--- src/hw/rtl/scf_pkg.sv ---
// scf_pkg: shared types, kind codes and helpers for the screen filter color fader.
// No dependencies.
`default_nettype none
package scf_pkg;
    localparam int TimeBits = 16;
    localparam int ChBits = 8;
    localparam int FracBits = 17;
    localparam int DivBits = TimeBits + 17;

    typedef enum logic [1:0] {
        OP_TICK    = 2'd0,
        OP_SET     = 2'd1,
        OP_DISABLE = 2'd2,
        OP_NONE    = 2'd3
    } op_t;

    localparam logic [3:0] K_PASS  = 4'd0;
    localparam logic [3:0] K_MUL   = 4'd1;
    localparam logic [3:0] K_ADD   = 4'd3;
    localparam logic [3:0] K_BLEND = 4'd5;
    localparam logic [3:0] K_WIDE  = 4'd6;
    localparam logic [3:0] K_NOCOL = 4'd8;

    typedef struct packed {
        op_t                 op;
        logic [TimeBits-1:0] elapsed;
        logic [3:0]          kind;
        logic [3:0]          shape;
        logic [TimeBits-1:0] fade_time;
        logic [4*ChBits-1:0] color;
        logic [31:0]         texture_id;
        logic                texture_given;
    } cmd_t;

    typedef struct packed {
        logic [3:0]          kind;
        logic [3:0]          shape;
        logic [4*ChBits-1:0] color;
        logic [FracBits-1:0] fraction;
        logic                draw;
        logic [31:0]         texture;
        logic                texture_present;
    } res_t;

    function automatic logic kind_draws(input logic [3:0] k);
        return (k != K_PASS) && (k != K_WIDE) && (k <= K_NOCOL);
    endfunction
endpackage
`default_nettype wire

--- src/hw/rtl/scf_front.sv ---
// scf_front: input stage; holds each command in a two-entry queue toward the
// back end. Depends on scf_pkg.
`default_nettype none
module scf_front
    import scf_pkg::*;
(
    input  wire logic       clk,
    input  wire logic       rst_n,
    input  wire logic       in_valid,
    output logic            in_ready,
    input  wire cmd_t       in_cmd,
    output logic            q_valid,
    input  wire logic       q_ready,
    output cmd_t            q_cmd
);
    cmd_t       mem_reg [2];
    logic       wr_reg, rd_reg;
    logic [1:0] cnt_reg;
    logic       push, pop;

    assign in_ready = cnt_reg != 2'd2;
    assign q_valid  = cnt_reg != 2'd0;
    assign push     = in_valid && in_ready;
    assign pop      = q_valid && q_ready;
    assign q_cmd    = mem_reg[rd_reg];

    always_ff @(posedge clk)
    begin
        if (push)
        begin
            mem_reg[wr_reg] <= in_cmd;
        end
    end

    always_ff @(posedge clk or negedge rst_n)
    begin
        if (!rst_n)
        begin
            wr_reg  <= 1'b0;
            rd_reg  <= 1'b0;
            cnt_reg <= 2'd0;
        end
        else
        begin
            if (push) wr_reg <= ~wr_reg;
            if (pop)  rd_reg <= ~rd_reg;
            cnt_reg <= cnt_reg + {1'b0, push} - {1'b0, pop};
        end
    end
endmodule
`default_nettype wire

--- src/hw/rtl/scf_divider.sv ---
// scf_divider: restoring serial divider, one quotient bit per cycle.
// Depends on scf_pkg.
`default_nettype none
module scf_divider
    import scf_pkg::*;
(
    input  wire logic                clk,
    input  wire logic                rst_n,
    input  wire logic                start,
    input  wire logic [DivBits-1:0]  dividend,
    input  wire logic [TimeBits-1:0] divisor,
    output logic                     done,
    output logic [DivBits-1:0]       quotient
);
    localparam int CntBits = $clog2(DivBits + 1);
    logic [DivBits-1:0]  q_reg;
    logic [TimeBits:0]   r_reg;
    logic [TimeBits-1:0] d_reg;
    logic [CntBits-1:0]  cnt_reg;
    logic                busy_reg;
    logic [TimeBits:0]   shifted;
    logic                ge;

    assign shifted  = {r_reg[TimeBits-1:0], q_reg[DivBits-1]};
    assign ge       = shifted >= {1'b0, d_reg};
    assign quotient = q_reg;
    assign done     = busy_reg && cnt_reg == CntBits'(0);

    always_ff @(posedge clk or negedge rst_n)
    begin
        if (!rst_n)
        begin
            busy_reg <= 1'b0;
            cnt_reg  <= '0;
        end
        else if (start)
        begin
            busy_reg <= 1'b1;
            cnt_reg  <= CntBits'(DivBits);
        end
        else if (busy_reg)
        begin
            if (cnt_reg == CntBits'(0)) busy_reg <= 1'b0;
            else                        cnt_reg <= cnt_reg - CntBits'(1);
        end
    end

    always_ff @(posedge clk)
    begin
        if (start)
        begin
            q_reg <= dividend;
            r_reg <= '0;
            d_reg <= divisor;
        end
        else if (busy_reg && cnt_reg != CntBits'(0))
        begin
            r_reg <= ge ? shifted - {1'b0, d_reg} : shifted;
            q_reg <= {q_reg[DivBits-2:0], ge};
        end
    end
endmodule
`default_nettype wire

--- src/hw/rtl/scf_back.sv ---
// scf_back: state update sequencer; one divide per channel on a fade tick, one for the
// fraction if fade time is set, through a shared serial divider. Depends on scf_pkg, scf_divider.
`default_nettype none
module scf_back
    import scf_pkg::*;
(
    input  wire logic clk,
    input  wire logic rst_n,
    input  wire logic q_valid,
    output logic      q_ready,
    input  wire cmd_t q_cmd,
    output logic      out_valid,
    input  wire logic out_ready,
    output res_t      out_res
);
    typedef enum logic [4:0] {
        S_IDLE = 5'b00001,
        S_MUL  = 5'b00010,
        S_DIV  = 5'b00100,
        S_WAIT = 5'b01000,
        S_OUT  = 5'b10000
    } state_t;

    state_t              state_reg;
    logic [3:0]          cur_reg, pend_reg, shape_reg;
    logic [ChBits-1:0]   prev_reg [4];
    logic [ChBits-1:0]   targ_reg [4];
    logic [ChBits-1:0]   pres_reg [4];
    logic [TimeBits-1:0] left_reg, total_reg;
    logic [31:0]         tex_reg;
    logic                texf_reg;
    logic [2:0]          idx_reg;
    logic [DivBits-1:0]  num_reg;
    logic                dv_start;
    logic                dv_done;
    logic [DivBits-1:0]  dv_q;
    logic [FracBits-1:0] frac_reg;

    scf_divider u_div (
        .clk      (clk),
        .rst_n    (rst_n),
        .start    (dv_start),
        .dividend (num_reg),
        .divisor  (total_reg),
        .done     (dv_done),
        .quotient (dv_q)
    );

    assign q_ready   = state_reg == S_IDLE;
    assign out_valid = state_reg == S_OUT && !out_ready ? 1'b1 : state_reg == S_OUT;
    assign dv_start  = state_reg == S_DIV;

    logic [TimeBits-1:0] done_t;
    assign done_t = total_reg - left_reg;

    always_comb
    begin
        out_res.kind            = cur_reg;
        out_res.shape           = shape_reg;
        out_res.color           = {pres_reg[3], pres_reg[2], pres_reg[1], pres_reg[0]};
        out_res.fraction        = frac_reg;
        out_res.draw            = kind_draws(cur_reg);
        out_res.texture         = tex_reg;
        out_res.texture_present = texf_reg;
    end

    always_ff @(posedge clk or negedge rst_n)
    begin
        if (!rst_n)
        begin
            state_reg <= S_IDLE;
            cur_reg   <= K_PASS;
            pend_reg  <= K_PASS;
            shape_reg <= '0;
            left_reg  <= '0;
            total_reg <= '0;
            tex_reg   <= '0;
            texf_reg  <= 1'b0;
            idx_reg   <= '0;
            num_reg   <= '0;
            frac_reg  <= '0;
            for (int i = 0; i < 4; i++)
            begin
                prev_reg[i] <= '0;
                targ_reg[i] <= '0;
                pres_reg[i] <= '0;
            end
        end
        else
        begin
            unique case (state_reg)
                S_IDLE:
                begin
                    if (q_valid)
                    begin
                        logic [3:0]          k;
                        logic [3:0]          sh;
                        logic [4*ChBits-1:0] col;
                        logic                tg;
                        logic [3:0]          from;
                        logic [4*ChBits-1:0] tcol;
                        logic [4*ChBits-1:0] pcol;
                        logic [4*ChBits-1:0] vcol;
                        logic [2:0]          nidx;
                        logic [TimeBits-1:0] nl;
                        k    = q_cmd.kind;
                        sh   = q_cmd.shape;
                        col  = q_cmd.color;
                        tg   = q_cmd.texture_given;
                        from = pend_reg;
                        nidx = 3'd4;
                        nl   = '0;
                        for (int i = 0; i < 4; i++)
                        begin
                            tcol[i*ChBits +: ChBits] = targ_reg[i];
                            pcol[i*ChBits +: ChBits] = prev_reg[i];
                            vcol[i*ChBits +: ChBits] = pres_reg[i];
                        end
                        if (q_cmd.op == OP_DISABLE)
                        begin
                            k   = K_PASS;
                            sh  = shape_reg;
                            col = '1;
                            tg  = 1'b0;
                        end
                        unique case (q_cmd.op)
                            OP_TICK:
                            begin
                                if (left_reg != '0)
                                begin
                                    nl = (q_cmd.elapsed >= left_reg) ? '0
                                        : left_reg - q_cmd.elapsed;
                                    left_reg <= nl;
                                    nidx     = 3'd0;
                                    if (nl == '0)
                                    begin
                                        cur_reg <= pend_reg;
                                        if (pend_reg == K_PASS)
                                        begin
                                            tex_reg  <= '0;
                                            texf_reg <= 1'b0;
                                        end
                                    end
                                end
                            end
                            OP_SET, OP_DISABLE:
                            begin
                                if (tg)
                                begin
                                    tex_reg  <= q_cmd.texture_id;
                                    texf_reg <= 1'b1;
                                end
                                shape_reg <= sh;
                                if (q_cmd.fade_time == '0)
                                begin
                                    total_reg <= '0;
                                    left_reg  <= '0;
                                    pend_reg  <= k;
                                    cur_reg   <= k;
                                    tcol = col;
                                    pcol = col;
                                    vcol = col;
                                end
                                else
                                begin
                                    left_reg  <= q_cmd.fade_time;
                                    total_reg <= q_cmd.fade_time;
                                    pend_reg  <= k;
                                    tcol = col;
                                    pcol = vcol;
                                    if (k == K_PASS)
                                    begin
                                        cur_reg <= from;
                                        if (from == K_MUL)
                                            tcol = '1;
                                        else if (from == K_ADD || from == K_BLEND)
                                            tcol[3*ChBits +: ChBits] = '0;
                                    end
                                    else
                                    begin
                                        cur_reg <= k;
                                        if (from == K_PASS && k == K_MUL)
                                        begin
                                            vcol = '1;
                                        end
                                        else if (from == K_PASS &&
                                                 (k == K_ADD || k == K_BLEND))
                                        begin
                                            vcol = col;
                                            vcol[3*ChBits +: ChBits] = '0;
                                            pcol = vcol;
                                        end
                                    end
                                end
                            end
                            default:
                            begin
                            end
                        endcase
                        for (int i = 0; i < 4; i++)
                        begin
                            targ_reg[i] <= tcol[i*ChBits +: ChBits];
                            prev_reg[i] <= pcol[i*ChBits +: ChBits];
                            pres_reg[i] <= vcol[i*ChBits +: ChBits];
                        end
                        idx_reg   <= nidx;
                        state_reg <= S_MUL;
                    end
                end
                S_MUL:
                begin
                    if (idx_reg == 3'd4)
                    begin
                        num_reg <= DivBits'({done_t, 16'h0000})
                                 + DivBits'(total_reg >> 1);
                        if (total_reg == '0)
                        begin
                            frac_reg  <= (pend_reg == K_PASS) ? '0 : FracBits'(65536);
                            state_reg <= S_OUT;
                        end
                        else
                        begin
                            state_reg <= S_DIV;
                        end
                    end
                    else
                    begin
                        num_reg <= DivBits'(targ_reg[idx_reg[1:0]]) * DivBits'(done_t)
                                 + DivBits'(prev_reg[idx_reg[1:0]]) * DivBits'(left_reg)
                                 + DivBits'(total_reg >> 1);
                        state_reg <= S_DIV;
                    end
                end
                S_DIV:
                begin
                    state_reg <= S_WAIT;
                end
                S_WAIT:
                begin
                    if (dv_done)
                    begin
                        if (idx_reg == 3'd4)
                        begin
                            frac_reg  <= (pend_reg == K_PASS)
                                ? FracBits'(65536) - dv_q[FracBits-1:0]
                                : dv_q[FracBits-1:0];
                            state_reg <= S_OUT;
                        end
                        else
                        begin
                            pres_reg[idx_reg[1:0]] <= (dv_q > DivBits'({ChBits{1'b1}}))
                                ? '1 : dv_q[ChBits-1:0];
                            idx_reg   <= idx_reg + 3'd1;
                            state_reg <= S_MUL;
                        end
                    end
                end
                S_OUT:
                begin
                    if (out_ready) state_reg <= S_IDLE;
                end
                default: state_reg <= S_IDLE;
            endcase
        end
    end
endmodule
`default_nettype wire

--- src/hw/rtl/screen_filter_color_fader.sv ---
// screen_filter_color_fader: top level; input queue, sequencer and output port.
// Depends on scf_pkg, scf_front, scf_back.
//
//  channel   dir  contents
//  s_axis    in   command word (tdata), op (tuser)
//  m_axis    out  result word (tdata)
//
// A tick during a fade runs four channel divides and one fraction divide through
// the shared 33-step serial divider. Any other item runs only the fraction divide,
// or no divide when the fade time in force is zero. Reset clears all filter state
// at once. The input queue holds two words, so the front keeps accepting until
// both entries are full while a result waits on m_axis.
`default_nettype none
module screen_filter_color_fader
    import scf_pkg::*;
(
    input  wire logic         clk,
    input  wire logic         rst_n,
    input  wire logic         s_axis_tvalid,
    output logic              s_axis_tready,
    // elapsed[15:0], filter_kind[19:16], filter_shape[23:20], fade_time[39:24],
    // red_in, green_in, blue_in, alpha_in [71:40], texture_id[103:72],
    // texture_given[104], zero fill to 112
    input  wire logic [111:0] s_axis_tdata,
    // op[1:0]
    input  wire logic [1:0]   s_axis_tuser,
    output logic              m_axis_tvalid,
    input  wire logic         m_axis_tready,
    // active_kind[3:0], active_shape[7:4], red_out, green_out, blue_out,
    // alpha_out [39:8], fade_fraction[56:40], draw_enable[57], texture_out[89:58],
    // texture_present[90], zero fill to 96
    output logic [95:0]       m_axis_tdata
);
    cmd_t in_cmd, q_cmd;
    res_t res;
    logic q_valid, q_ready;

    always_comb
    begin
        in_cmd.op            = op_t'(s_axis_tuser);
        in_cmd.elapsed       = s_axis_tdata[15:0];
        in_cmd.kind          = s_axis_tdata[19:16];
        in_cmd.shape         = s_axis_tdata[23:20];
        in_cmd.fade_time     = s_axis_tdata[39:24];
        in_cmd.color         = s_axis_tdata[71:40];
        in_cmd.texture_id    = s_axis_tdata[103:72];
        in_cmd.texture_given = s_axis_tdata[104];
    end

    scf_front u_front (
        .clk      (clk),
        .rst_n    (rst_n),
        .in_valid (s_axis_tvalid),
        .in_ready (s_axis_tready),
        .in_cmd   (in_cmd),
        .q_valid  (q_valid),
        .q_ready  (q_ready),
        .q_cmd    (q_cmd)
    );

    scf_back u_back (
        .clk       (clk),
        .rst_n     (rst_n),
        .q_valid   (q_valid),
        .q_ready   (q_ready),
        .q_cmd     (q_cmd),
        .out_valid (m_axis_tvalid),
        .out_ready (m_axis_tready),
        .out_res   (res)
    );

    assign m_axis_tdata = {5'd0, res.texture_present, res.texture, res.draw,
                           res.fraction, res.color, res.shape, res.kind};

    a_frac_range: assert property (@(posedge clk) disable iff (!rst_n)
        m_axis_tvalid |-> m_axis_tdata[56:40] <= 17'd65536)
        else $error("fraction out of range");
    a_draw: assert property (@(posedge clk) disable iff (!rst_n)
        m_axis_tvalid |-> m_axis_tdata[57] == kind_draws(m_axis_tdata[3:0]))
        else $error("draw_enable mismatch");
    a_hold: assert property (@(posedge clk) disable iff (!rst_n)
        m_axis_tvalid && !m_axis_tready |=> m_axis_tvalid && $stable(m_axis_tdata))
        else $error("result changed while stalled");
endmodule
`default_nettype wire

--- config.mk ---
export PLATFORM = sky130hd
export DESIGN_NAME = screen_filter_color_fader
export DESIGN_NICKNAME = d
export VERILOG_FILES = /design/src/hw/rtl/scf_pkg.sv /design/src/hw/rtl/scf_front.sv /design/src/hw/rtl/scf_divider.sv /design/src/hw/rtl/scf_back.sv /design/src/hw/rtl/screen_filter_color_fader.sv
export SDC_FILE = /design/constraint.sdc
export NUM_CORES = 2
export LEC_CHECK = 0
export BUFFER_PORTS_ARGS = -buffer_cell sky130_fd_sc_hd__buf_2
export CAP_MARGIN = 20
export CORE_ASPECT_RATIO = 0.7
export CORE_MARGIN = 3
export CORE_UTILIZATION = 55
export CTS_BUF_LIST = sky130_fd_sc_hd__clkbuf_8 sky130_fd_sc_hd__clkbuf_16
export DETAILED_ROUTE_END_ITERATION = 10
export HOLD_SLACK_MARGIN = 0.03
export PLACE_DENSITY = 0.79
export SLEW_MARGIN = 20
export SYNTH_ARGS = -nofsm -noshare
export SYNTH_HDL_FRONTEND = slang
export SYNTH_SLANG_ARGS = --single-unit
export TNS_END_PERCENT = 5
--- constraint.sdc ---
create_clock -name clk -period 10.7 [get_ports clk]
set_input_delay 2.14 -clock clk [delete_from_list [all_inputs] [get_ports clk]]
set_output_delay 2.14 -clock clk [all_outputs]
set_load 0.005 [all_outputs]
After elaboration in Yosys (flattened, before gate mapping)
Memories as Yosys holds them, arrays and structs flattened.
Cells that the tools add are included.

storage, ports and cells
  bits of input ports = 118
  bits in registers = 307
  output and inout port bits = 98
  RAM bits = 214
  memories kept = 1

memory list
  memory           depth  bits a word  rd ports  clocked after Yosys merged registers in  wr ports  RTL line         source
  u_front.mem_reg  2      107          1         0                                        1         scf_front.sv:16  cmd_t mem_reg [2];

cells by class
  muxes and demuxes = 86
  $lt $le $gt $ge = 6
  reductions and logical operators = 40
  multipliers = 2
  equal/unequal tests = 30
  bitwise gates (word level) = 4
  $add $sub $neg = 11

operators by type and width
  operator             count
  $mux 32              18
  $pmux 32 s2          2
  $mux 17              6
  $mux 33              3
  $mux 16              4
  $mux 8               8
  $logic_not 16->1     3
  $mul 8x16->24        2
  $sub 16x16->16       3
  $pmux 17 s2          1
  $add 32x15->33       1
  $add 33x15->33       1
  $gt 33x8->1 const B  1
  $bmux 8 s2           2
  $bwmux 32            1
  $pmux 16 s2          1
  $mux 5               6
  $mux 4               7
  $add 24x24->25       1
  $pmux 5 s5           1
  $mux 24              1
  $ne 2x1->1 const B   11
  $mux 6               3
  $ge 17x16->1         1
  other kinds (48)     91

Logic depth before layout (Yosys ltp)
An unclocked memory read counts as a cell.

  word-level depth = 15
  mapped depth = 41

Modules after synthesis
A second synthesis with hierarchy kept.

unflattened totals
  cells, all modules = 3095
  area total of the unflattened synthesis = 33367.0 µm²

modules (own cells, without submodules)
  module                     area each (µm²)  instances  cells an instance  seq. area each (µm²)
  scf_back                   21490.6          1          2402               5756.8
  scf_front                  7987.7           1          350                6526.3
  scf_divider                3847.4           1          337                1966.9
  screen_filter_color_fader  41.3             1          6                  0.0

Least setup slack after synthesis
OpenSTA, ideal clock, no wires.

  path kind = register -> register
  start = register u_back.left_reg[1]
  end = register u_back.num_reg[24]
  path buffers = 1
  setup slack = 1882 ps
  data arrival time = 8741 ps
  setup time = 77 ps
  clock period less this slack = 8818 ps
  cell stages (with the launch flop) = 34
  cell sequence = dfrtp_1 -> inv_1 -> fa_1 -> a21o_1 -> a21oi_1 -> nor2b_1 -> o41a_1 -> a41o_1 -> o41ai_1 -> o21bai_1 -> a21o_1 -> xor2_1 -> nand2_1 -> fa_1 -> fa_1 -> inv_1 -> fa_1 -> fa_1 -> fa_1 -> inv_1 -> fa_1 -> inv_1 -> ha_1 -> clkbuf_1 -> and2_0 -> a21o_1 -> a21boi_0 -> a21oi_1 -> a211oi_1 -> nand4_1 -> nor4_2 -> nand3_1 -> xor2_1 -> o21ai_1

on the way
  cells in the longest elaborated chain, start to end = 5
  elaborated cells between the ends (all ways) = 7
  those cells by class = add/sub: 4; mul: 2; mux: 1

RTL lines
  what                      RTL line         source
  start: declaration        scf_back.sv:29   logic [TimeBits-1:0] left_reg, total_reg;
  start signal: assignment  scf_back.sv:133  left_reg <= nl;
  start signal: assignment  scf_back.sv:166  left_reg <= q_cmd.fade_time;
  $sub 16x16->16            scf_back.sv:54   assign done_t = total_reg - left_reg;
  $mul 8x16->24             scf_back.sv:228  num_reg <= DivBits'(targ_reg[idx_reg[1:0]]) * DivBits'(done_t)
  $add 24x24->25            scf_back.sv:229  + DivBits'(prev_reg[idx_reg[1:0]]) * DivBits'(left_reg)
  $add 33x15->33            scf_back.sv:230  + DivBits'(total_reg >> 1);
  $mux 33 (*)               scf_back.sv:212  if (idx_reg == 3'd4)
  end signal: assignment    scf_back.sv:214  num_reg <= DivBits'({done_t, 16'h0000})
  end signal: assignment    scf_back.sv:228
  end: declaration          scf_back.sv:33   logic [DivBits-1:0] num_reg;

Every way passes the cells marked *; elsewhere a longest branch is shown, timed or not.
A chain may end at the register's enable or synchronous reset.

Worst setup path after layout
  start = register u_back.left_reg[2]
  end = register u_back.num_reg[24]

The elaborated chain is that of the path after synthesis.

==> results.txt <==
After synthesis, the largest family of logic cells by area is adder cells. The global-route track usage on met3 is 0.0842, and the number of flip-flops in the largest register is 214. The first TritonRoute pass finished after 8 iterations. Using the TritonRoute via totals, the vias-per-cell ratio works out to 5.83. Remaining routing DRC violations: 0. The layout has 4698 filler cells.

The arrival time reported for the critical path endpoint was 10430 ps. Initial antenna violation count: 9. The xor/xnor share of the synthesized area works out to 0.0277. The growth of design area from synthesis to finish was 10.7%; the share of flip-flops with an asynchronous set or reset was 0.463. For this block, the routed nets add up to 86.6 mm of wire. The run gives 3217 as the gate count of the mapped netlist. The starting density of the core came out at 0.563. After detailed routing, the average wire length per cell comes to 20.5 um. Timing would allow up to 0.0998 GHz. The critical path's largest stage delay is 700 ps, and the critical path data required time is 11110 ps.

In this design, the critical path's most frequently occurring cell is sky130_fd_sc_hd__inv_1. For this run, the number of Yosys warnings is 0. No sink is reached through more buffers than the 3 on the longest clock path.

After floorplanning, the core was sized to cover 0.0591 mm2. The logs give 0 for the number of hold buffers added after cts and 64.0 mm for the placed wire-length estimate. The fraction of layout cells with a size suffix above 1 is 0.129. For the remaining number of nets flagged by the antenna check after routing, the log shows 0. The global-route track usage on met2 was 0.405. Final worst-path cycle share: 0.936.

STA classifies the critical path endpoint as a flop. In the synthesized netlist the dominant register cell turns out to be sky130_fd_sc_hd__edfxtp_1. The worst setup path is of the flop to flop kind. The clock arrives with 73.8 ps of skew. Sorting the synthesized cells by area gives the leading types as sky130_fd_sc_hd__edfxtp_1 24%, sky130_fd_sc_hd__dfrtp_1 18%, sky130_fd_sc_hd__fa_1 13%. For the pin with the worst max-slew slack, the measured transition is 1180 ps.

The final number of max-transition violations was 0; the horizontal extent of the die was 300 um. A synthesized cell averages 10.3 um2. In this run the count of I/O pins placed on the die edge is 216. The run gives 80 as the number of different library cells in the post-synthesis netlist. The final route contains 24606 vias.

The worst path needs 10020 ps of the cycle, external delays included. Setup violations remaining at the end of the flow were counted as 0. The global-route met1 utilization was 0.405; the number of port buffers was 203. TritonCTS built the clock tree. The largest net degree at the start of global routing was 122. Post-synthesis share of cell area spent on full adders, half adders and majority gates: 0.184. For the final weighted congestion of routability-driven global placement, the log shows 0.927. The flow ran to the end, and the final reports show no timing, DRC or antenna violations. Count of max-cap constraint violations: 0.

The die covers 0.0635 mm2. Clock tree synthesis inserted a total of 47 buffers. Of all nets on the critical path, the largest fanout is 11. Hold is met by 478 ps. The library cell occupying the most area in the post-synthesis netlist is sky130_fd_sc_hd__edfxtp_1. The compound-gate portion of the synthesized area is 0.118, and the worst setup timing slack at the placement stage is 880 ps.

The number of setup buffers added after CTS is 0. Proportion of netlist area held by the largest area contributor: 0.238. The remaining global-route overflow is 0, and the wire length of the first global-routing pass is 136 mm. The logs give 0.0332 mm2 for the cell area after technology mapping and 0 for the number of hold-slack violations in the final timing report. The run gives 23994 as the number of global-route vias before repair. For this design, the sink count on the clock tree is 520.

The synthesized-area fraction occupied by and/or/nand/nor cells works out to 0.139. The root buffer selected by CTS was sky130_fd_sc_hd__clkbuf_16. Post-CTS repair changed the size of 0 cells. For this design, the slowest cell found on the critical path is sky130_fd_sc_hd__o41ai_1.

The net count of the finished layout is 3857. The synthesized design contains 520 register bits. The run gives 74 as the total number of placement rows. Number of enable-type register cells in the synthesized netlist: 263.

Setup slack closes at 684 ps. The sum of negative setup slack came out at 0 ps. Setup repair after global routing left no endpoint under its margin.

The overall die height works out to 212 um. The clock reaches the later pin of the worst-skew pair after 610 ps. The normalized max-slew margin was 0.206; the core occupancy in the finished layout was 0.623. For the first-iteration detailed-routing DRC count, the log shows 2641. The layer flagged by global routing as most heavily used is met1. In this run the number of H-tree levels came out at 2. The share of the yosys chip area belonging to registers is 0.429.

The proportion of synthesized area in mux cells is 0.0459. The startpoint class of the critical path was a flop. The run gives 0.275 as the overall track demand over capacity in global routing. Clock-pin slew was measured on the worst setup and hold paths at 70 ps. Path type of the worst min-delay path: flop to flop.
-- cells by family (layout without fill, tap and decap cells) --
| group | count (synthesis) | in the layout |
|---|---|---|
| compound gates | 610 | 610 |
| xor+xnor | 105 | 105 |
| fa+ha+maj | 361 | 361 |
| buf+inv | 489 | 685 |
| flops | 520 | 520 |
| mux | 129 | 129 |
| other cells | 1 | 8 |
| simple gates | 1002 | 1002 |
-- worst max-delay path: cells and delay by family (launching register included) --
family	cells	cell delay [ps]
DFF	1	610
xor gates and xnor gates	2	570
AOI/OAI and AO/OA	12	3410
adders and majority gates	8	3740
and+or+nand+nor	5	1060
buffers and inverters	7	430
-- synthesized netlist by cell type (13+ instances only) --
cell and instances:
sky130_fd_sc_hd__dfxtp_1 16, sky130_fd_sc_hd__inv_1 333, sky130_fd_sc_hd__or3_1 13, sky130_fd_sc_hd__buf_2 14, sky130_fd_sc_hd__o22a_1 39, sky130_fd_sc_hd__nand3_1 27, sky130_fd_sc_hd__nor2_1 188, sky130_fd_sc_hd__o211ai_1 15
sky130_fd_sc_hd__nor3_1 35, sky130_fd_sc_hd__nand2_1 475, sky130_fd_sc_hd__ha_1 148, sky130_fd_sc_hd__fa_1 213, sky130_fd_sc_hd__xnor2_1 62, sky130_fd_sc_hd__a31oi_1 19, sky130_fd_sc_hd__nand2b_1 17, sky130_fd_sc_hd__a21o_1 36
sky130_fd_sc_hd__and2_1 103, sky130_fd_sc_hd__a21oi_1 140, sky130_fd_sc_hd__a211oi_1 51, sky130_fd_sc_hd__mux2_2 58, sky130_fd_sc_hd__dfrtp_1 240, sky130_fd_sc_hd__mux4_2 13, sky130_fd_sc_hd__nor4_1 23, sky130_fd_sc_hd__o21ai_1 21
sky130_fd_sc_hd__edfxtp_1 263, sky130_fd_sc_hd__mux2i_1 58, sky130_fd_sc_hd__o21a_1 20, sky130_fd_sc_hd__o31ai_1 18, sky130_fd_sc_hd__xor2_1 43, sky130_fd_sc_hd__nand4_1 14, sky130_fd_sc_hd__clkbuf_1 120, sky130_fd_sc_hd__nor2b_1 60
sky130_fd_sc_hd__o21ai_0 161
-- final timing paths --
check / slack, ps / endpoint / from / cells past startpoint
hold / removal: 480 / u_back.frac_reg[10]$_DFFE_PN0P_ / u_back.frac_reg[10]$_DFFE_PN0P_ / 2
hold reg to reg: 480 / u_back.frac_reg[10]$_DFFE_PN0P_ / u_back.frac_reg[10]$_DFFE_PN0P_ / 2
setup / recovery: 680 / u_back.num_reg[24]$_DFFE_PN0N_ / u_back.left_reg[2]$_DFFE_PN0P_ / 34
max in group asynchronous: 7510 / u_back.tex_reg[20]$_DFFE_PN0P_ / rst_n / 2
setup reg to reg: 680 / u_back.num_reg[24]$_DFFE_PN0N_ / u_back.left_reg[2]$_DFFE_PN0P_ / 34
min in group asynchronous: 1640 / u_back.prev_reg[20]$_DFFE_PN0P_ / rst_n / 1
-- layout by cell type, fill, tap and decap left out, types with 60 or more instances in the layout --
master	instances
sky130_fd_sc_hd__fa_1	213
sky130_fd_sc_hd__and2_1	103
sky130_fd_sc_hd__ha_1	147
sky130_fd_sc_hd__xnor2_1	60
sky130_fd_sc_hd__inv_1	346
sky130_fd_sc_hd__edfxtp_1	263
sky130_fd_sc_hd__nand2_1	474
sky130_fd_sc_hd__buf_2	202
sky130_fd_sc_hd__o21ai_0	159
sky130_fd_sc_hd__nor2_1	186
sky130_fd_sc_hd__dfrtp_1	239
sky130_fd_sc_hd__nor2b_1	60
sky130_fd_sc_hd__a21oi_1	140
-- routing by layer --
metal  up-vias  share of wire
met1     12092           0.44
met2      1128           0.43
li1      11247              -
met5         -         0.0011
met4        16          0.016
met3       123           0.12
-- cell type report --
type | count | area [um2] | area share
Timing Repair Buffer | 260 | 1450 | 0.0395
Multi-Input combinational cell | 2212 | 17200 | 0.468
Antenna cell | 3 | 7.51 | 0.000204
Clock buffer | 53 | 1260 | 0.0342
Clock inverter | 35 | 339 | 0.00922
Tap cell | 798 | 998 | 0.0271
Inverter | 337 | 1260 | 0.0344
Sequential cell | 520 | 14300 | 0.388
-- stage by stage --
stage / area, um2 / instances
floorplan: 33200 / 3221
global placement: 35100 / 4125
detailed placement: 35100 / 4125
CTS: 36700 / 4213
global route: 36800 / 4216
finish: 36800 / 4218
Power is left out: the tool's default activity adds up to more than one toggle a clock period on the data nets, which glitch-free logic cannot reach.
